===== src/rtl/core/ktm_pkg.sv =====
package ktm_pkg;

    // Default sizing of the edge table
    localparam int NODES_DEF   = 256;
    localparam int SYMBOLS_DEF = 64;

    // Symbol codes fit in six bits ('_', A-Z, a-z give 0..52)
    localparam int SYM_W = 6;

    typedef enum logic
    {
        OP_SCAN   = 1'b0,
        OP_INSERT = 1'b1
    } ktm_op_t;

    // Classified input word, as held in the queue between front and back
    typedef struct packed
    {
        ktm_op_t          op;
        logic             sym_ok;
        logic [SYM_W-1:0] sym;
        logic             is_digit;
        logic             last;
        logic [7:0]       kw_type;
    } ktm_item_t;

endpackage


===== src/rtl/core/ktm_front.sv =====
module ktm_front
(
    input  logic                clk,
    input  logic                rst_n,
    input  logic                in_valid,
    output logic                in_ready,
    input  logic                op,
    input  logic [7:0]          char_code,
    input  logic                last_char,
    input  logic [7:0]          keyword_type,
    input  logic                clearing,
    output logic                q_valid,
    output ktm_pkg::ktm_item_t  q_head,
    input  logic                pop
);
    import ktm_pkg::*;

    localparam logic [7:0] CHAR_UNDERSCORE = 8'd95;
    localparam logic [7:0] CHAR_UPPER_A    = 8'd65;
    localparam logic [7:0] CHAR_UPPER_Z    = 8'd90;
    localparam logic [7:0] CHAR_LOWER_A    = 8'd97;
    localparam logic [7:0] CHAR_LOWER_Z    = 8'd122;
    localparam logic [7:0] CHAR_DIGIT_0    = 8'd48;
    localparam logic [7:0] CHAR_DIGIT_9    = 8'd57;
    localparam logic [7:0] UPPER_BIAS      = 8'd64;
    localparam logic [7:0] LOWER_BIAS      = 8'd70;

    ktm_item_t  item_in;
    logic [7:0] diff;
    logic       push;

    ktm_item_t  q_reg [2];
    logic       wr_ptr_reg;
    logic       wr_ptr_next;
    logic       rd_ptr_reg;
    logic       rd_ptr_next;
    logic [1:0] count_reg;
    logic [1:0] count_next;

    // Classify the incoming word into a symbol code
    always_comb
    begin
        item_in.op       = ktm_op_t'(op);
        item_in.last     = last_char;
        item_in.kw_type  = keyword_type;
        item_in.is_digit = (char_code >= CHAR_DIGIT_0) && (char_code <= CHAR_DIGIT_9);
        item_in.sym_ok   = 1'b0;
        item_in.sym      = '0;
        diff             = '0;
        if (char_code == CHAR_UNDERSCORE)
        begin
            item_in.sym_ok = 1'b1;
        end
        else if ((char_code >= CHAR_UPPER_A) && (char_code <= CHAR_UPPER_Z))
        begin
            item_in.sym_ok = 1'b1;
            diff           = char_code - UPPER_BIAS;
            item_in.sym    = diff[SYM_W-1:0];
        end
        else if ((char_code >= CHAR_LOWER_A) && (char_code <= CHAR_LOWER_Z))
        begin
            item_in.sym_ok = 1'b1;
            diff           = char_code - LOWER_BIAS;
            item_in.sym    = diff[SYM_W-1:0];
        end
    end

    // Two-entry queue towards the back end
    assign in_ready = (count_reg != 2'd2) && !clearing;
    assign push     = in_valid && in_ready;
    assign q_valid  = (count_reg != 2'd0);
    assign q_head   = q_reg[rd_ptr_reg];

    always_comb
    begin
        wr_ptr_next = wr_ptr_reg;
        rd_ptr_next = rd_ptr_reg;
        count_next  = count_reg;
        if (push)
        begin
            wr_ptr_next = !wr_ptr_reg;
        end
        if (pop)
        begin
            rd_ptr_next = !rd_ptr_reg;
        end
        if (push && !pop)
        begin
            count_next = count_reg + 2'd1;
        end
        else if (pop && !push)
        begin
            count_next = count_reg - 2'd1;
        end
    end

    always_ff @(posedge clk or negedge rst_n)
    begin
        if (!rst_n)
        begin
            wr_ptr_reg <= 1'b0;
            rd_ptr_reg <= 1'b0;
            count_reg  <= 2'd0;
        end
        else
        begin
            wr_ptr_reg <= wr_ptr_next;
            rd_ptr_reg <= rd_ptr_next;
            count_reg  <= count_next;
        end
    end

    // Queue payload
    always_ff @(posedge clk)
    begin
        if (push)
        begin
            q_reg[wr_ptr_reg] <= item_in;
        end
    end

`ifndef SYNTHESIS
    a_count_range: assert property (@(posedge clk) disable iff (!rst_n)
        count_reg != 2'd3)
        else $error("queue count out of range");
    a_pop_nonempty: assert property (@(posedge clk) disable iff (!rst_n)
        pop |-> (count_reg != 2'd0))
        else $error("pop from empty queue");
    a_no_push_clear: assert property (@(posedge clk) disable iff (!rst_n)
        clearing |-> !push)
        else $error("word taken during table clear");
`endif

endmodule


===== config.mk =====
export PLATFORM = sky130hd
export DESIGN_NAME = ktm_front
export DESIGN_NICKNAME = d
export VERILOG_FILES = /design/src/rtl/core/ktm_pkg.sv /design/src/rtl/core/ktm_front.sv
export SDC_FILE = /design/constraint.sdc
export NUM_CORES = 1
export LEC_CHECK = 0
export BUFFER_PORTS_ARGS = -buffer_cell sky130_fd_sc_hd__buf_2
export CORE_UTILIZATION = 52
export CTS_BUF_LIST = sky130_fd_sc_hd__clkbuf_16
export DETAILED_ROUTE_END_ITERATION = 8
export PLACE_DENSITY = 0.78
export SKIP_CTS_REPAIR_TIMING = 1
export SLEW_MARGIN = 40
export SYNTH_ARGS = -nofsm -noshare
export SYNTH_HDL_FRONTEND = slang
export SYNTH_SLANG_ARGS = --single-unit

===== constraint.sdc =====
create_clock -name clk -period 2.3 [get_ports clk]
set_input_delay 0 -clock clk [delete_from_list [all_inputs] [get_ports clk]]
set_output_delay 0 -clock clk [all_outputs]
set_load 0.05 [all_outputs]

Word-level counts from Yosys, hierarchy flattened
Memory sizes are Yosys's and may differ from the RTL's.
Index checks and enable logic that the tools add are counted.
{"block": "op_classes", "n_reduce_logical": 14, "n_div": 0, "order_cmp": 6, "n_addsub": 4, "n_bitwise": 0, "n_mul": 0, "muxes": 8, "eq_ne": 2, "n_shift": 0}
{"operator": "8-bit by 7-bit greater-or-equal comparator with 1-bit output (second input constant)", "count": 2}
{"operator": "8-bit by 7-bit <= comparator with 1-bit output (second input constant)", "count": 2}
{"operator": "7-bit 2-to-1 mux", "count": 2}
{"operator": "8-bit by 7-bit equality test with 1-bit output (second input constant)", "count": 1}
{"operator": "8-bit by 6-bit greater-or-equal comparator with 1-bit output (second input constant)", "count": 1}
{"operator": "8-bit by 6-bit <= comparator with 1-bit output (second input constant)", "count": 1}
{"operator": "1-bit logical AND", "count": 7}
{"operator": "6-bit 2-to-1 mux", "count": 1}
{"operator": "6-bit by 1-bit subtractor with 6-bit output (second input constant)", "count": 1}
{"operator": "6-bit by 3-bit subtractor with 6-bit output (second input constant)", "count": 1}
{"operator": "1-bit zero test", "count": 5}
{"operator": "2-bit 2-to-1 mux", "count": 2}
{"operator": "2-bit nonzero test", "count": 2}
{"operator": "1-bit 2-to-1 mux", "count": 3}
{"operator": "2-bit by 1-bit adder with 2-bit output (second input constant)", "count": 1}
{"operator": "2-bit inequality test (second input constant)", "count": 1}
{"operator": "2-bit by 1-bit subtractor with 2-bit output (second input constant)", "count": 1}
{"block": "word_totals", "out_inout_bits": 20, "wordCells": 38, "mem_count": 1, "romBits": 0, "ram_bits": 36, "in_bits": 23, "ff_bits": 4, "latchBits": 0}
{"name": "q_reg", "depth": 2, "word_bits": 18, "read_ports": 1, "rd_ports_with_merged_regs": 0, "wr": 1, "line": "ktm_front.sv:32", "text": "ktm_item_t q_reg [2];"}

Depth between registers and ports, before layout
{"block": "logic_depth", "word_depth": 7, "depth_mapped": 7, "depth_no_buf": 7}

Least setup slack after synthesis
Ideal clock, no wire load.
{"block": "synth_timing", "path_kind": "flip-flop to flip-flop", "start": "register count_reg[0]", "end": "memory q_reg[1][0] (netlist name) (enable)", "setup_slack_ns": 0.002, "arrival_time_ns": 1.922, "n_path_buf": 0, "setup_time_ns": 0.376, "period_less_slack_ns": 2.298, "t_required_ns": 1.924, "path_stages_with_launch": 4, "cell_sequence": "dfrtp_1 inv_1 a21oi_1 and3_1"}
{"block": "synth_between", "elab_chain_len": 5}
{"item": "from (decl)", "line": "ktm_front.sv:37", "text": "logic [1:0] count_reg;"}
{"item": "from (signal assigned)", "line": "ktm_front.sv:109", "text": "count_reg <= count_next;"}
{"item": "2-bit inequality test", "line": "ktm_front.sv:69", "text": "assign in_ready = (count_reg != 2'd2) && !clearing;"}
{"item": "1-bit logical AND", "line": "ktm_front.sv:69"}
{"item": "named net in_ready", "line": "ktm_front.sv:6", "text": "output logic in_ready,"}
{"item": "1-bit logical AND", "line": "ktm_front.sv:70", "text": "assign push = in_valid && in_ready;"}
{"item": "1-bit 2-to-1 mux", "line": "ktm_front.sv:116", "text": "if (push)"}
{"item": "1-bit 2-to-1 mux (implied by the code)", "line": "ktm_front.sv:118", "text": "q_reg[wr_ptr_reg] <= item_in;"}
{"item": "to (decl)", "line": "ktm_front.sv:32"}
The timed path passes the listed nets, and every way through them passes these cells.

==> results.py <==
metrics = {
    "global_routing": {
        "antenna_found_initial": 0,
        "grt_pass1_wl_mm": 4.39,
        "grt_usage": 0.184,
        "grt_max_degree": 20,
        "grt-ovfl-total": 0,
        "grt_pass1_vias": 1006,
    },
    "setup_path": {
        "worstSetupStartpointType": "flip-flop",
        "critPathMaxFanout": 19,
        "worstSetupPathType": "reg2out",
        "crit_start": "rd_ptr_reg$_DFFE_PN0P_",
        "end_kind": "output pin",
        "crit_arrival_ns": 1.78,
        "worstReg2RegStart": "count_reg[0]$_DFFE_PN0P_",
        "cp.required_ns": 2.30,
    },
    "cts": {
        "cts-root-buf": "clkbuf_16",
        "cts_inserted_buffers": 5,
        "clkTransAtPathRegs_ns": 0.06,
        "insertion_delay_ns": 0.28,
        "cts_tree": "built",
        "cts.sinks": 40,
        "htreeDepth": 2,
        "clockBufferDepth": 2,
    },
    "cells_and_area": {
        "antennaDiodeCount": 0,
        "post-route-util": 0.730,
        "mostFrequentLayoutCell": "buf_2",
        "design_area_mm2": 0.00226,
        "syn2layout_area_growth_pct": 31.2,
        "largest_reg_flops": 36,
        "nNetsFinal": 196,
        "final_cells": 215,
        "layout_common_cells": "buf_2 (42), edfxtp_1 (36), mux2_2 (18)",
        "drive_gt1_frac": 0.427,
    },
    "die": {
        "io_pins": 43,
        "rows": 20,
        "die_x_um": 59.6,
        "die_area_mm2": 0.00356,
        "dieHeight_um": 59.6,
        "core_mm2": 0.00310,
        "initial_utilization": 0.556,
    },
    "place": {
        "post_dp_cell_area_mm2": 0.00200,
        "post-place-ws_ns": 0.671,
        "placedCellCount": 195,
        "dp.final_hpwl_mm": 2.02,
        "numPortBuffers": 42,
        "finalWeightedCongestion": 0.858,
    },
    "yosys": {
        "syn-cell-area_mm2": 0.00173,
        "avgSynthCellArea_um2": 16.0,
        "yosysUniqueCellTypes": 27,
        "synth-seq-area-share": 0.684,
        "syn_nets": 134,
        "ys.warnings.count": 0,
        "ys_seq_elements": 40,
        "syn_inst": 108,
    },
    "worst_hold_path": {
        "worstHoldPathType": "in2async",
    },
    "power_and_ir_drop": {
        "ir_worst_vdd_mv": 0.594,
        "powerDensity_mw_per_mm2": 1170,
        "power_leakage_nw": 0.904,
    },
    "timing": {
        "finalWorstSetupSlack_ns": 0.522,
        "fin_crit_ns": 1.78,
        "fin_crit_sh": 0.773,
        "tns_ns": 0,
        "slew_headroom": 0.465,
        "worst_pin_slew_ns": 0.803,
        "finalHoldViolations": 0,
        "setup_viol_count_final": 0,
        "finalMaxSlewViolations": 0,
        "rsz0062_at_grt": "no",
        "max_freq_ghz": 0.563,
        "skew_ns": 0.00367,
    },
    "routing": {
        "drc_errors": 0,
        "drt_first_pass_iters": 4,
        "drt_iter0_drc": 57,
        "via_per_inst": 5.05,
        "num_vias": 1086,
        "wl_per_cell_um": 14.2,
        "ant_nets": 0,
        "finalWirelength_mm": 3.06,
    },
    "job": {
        "max-cap-violations": 0,
    },
    "outcome": {
        "status": "finished clean",
    },
}
[logic make-up (layout without fill, tap and decap cells)]
logic type / count (synthesis) / count (layout) / synth area share
simple gates: 22 / 22 / 0.0746
compound gates: 9 / 9 / 0.0457
flops: 40 / 40 / 0.684
fa+ha+maj: 3 / 3 / 0.0217
xor+xnor: 7 / 7 / 0.0355
buf+inv: 9 / 72 / 0.0210
mux: 18 / 18 / 0.117
[routing by layer]
metal | share of wire | vias up | GRT usage
met5 | 0 | - | 0
met1 | 0.39 | 510 | 0.188
met4 | 0.032 | 0 | 0.113
li1 | - | 526 | -
met2 | 0.52 | 42 | 0.310
met3 | 0.056 | 8 | 0.0808
[layout make-up]
class,count,area [um^2]
clock inverter,3,13.8
multi-input combinational,59,510
tap,44,55.1
clock buffer,5,125
fill,212,838
timing repair buffer,57,353
sequential,40,1180
inverter,7,26.3
[metrics by stage]
step,hold slack [ns],total power [W]
floorplan,-0.296,0.00179
global placement,-0.192,0.00198
detailed placement,-0.183,0.00200
CTS,-0.481,0.00265
global route,0.0845,0.00277
finish,0.0536,0.00265
[path summary, 6_finish.rpt]
kind	endpoint	slack (ns)	depth (start not counted)
min in group clk	wr_ptr_reg$_DFFE_PN0N_	0.12	4
hold reg to reg	wr_ptr_reg$_DFFE_PN0N_	0.51	1
hold / removal	rd_ptr_reg$_DFFE_PN0P_	0.05	2
setup / recovery	q_head[12]	0.52	2
max in group asynchronous	count_reg[1]$_DFFE_PN0P_	2.12	2
setup reg to reg	count_reg[1]$_DFFE_PN0P_	0.82	6
[Yosys cell counts]
master,instances,area share
inv_1,7,0.015
o32ai_4,1,0.016
dfrtp_1,4,0.058
and3b_1,1,0.0051
xnor2_1,5,0.025
nor3_1,3,0.0087
and3_1,1,0.0036
o21ai_0,2,0.0058
o211ai_1,1,0.0043
buf_2,2,0.0058
a2111oi_0,1,0.0051
edfxtp_1,36,0.63
nor2b_1,2,0.0072
and4_2,1,0.0058
a211oi_1,1,0.0043
a21oi_1,2,0.0058
and2_1,1,0.0036
or4b_1,1,0.0058
o31ai_1,1,0.0043
nand2b_1,2,0.0072
or4_4,1,0.0065
or3_1,1,0.0036
mux2_2,18,0.12
nor2_1,6,0.013
nand2_1,2,0.0043
xor2_1,2,0.010
ha_1,3,0.022
[critical path: stages, from the launching register on]
cell     delay (ns)
dfrtp_1        0.86
mux2_2         0.42
buf_2          0.21
[where the power goes]
| group | leakage (nW) | switching [W] | internal (W) |
|---|---|---|---|
| registers | 0.379 | 0.000105 | 0.000920 |
| logic | 0.455 | 0.000665 | 0.000315 |
| clock network | 0.0710 | 0.000252 | 0.000393 |
| total | 0.904 | 0.00102 | 0.00163 |
No activity file was read; power rests on OpenSTA's default activity.
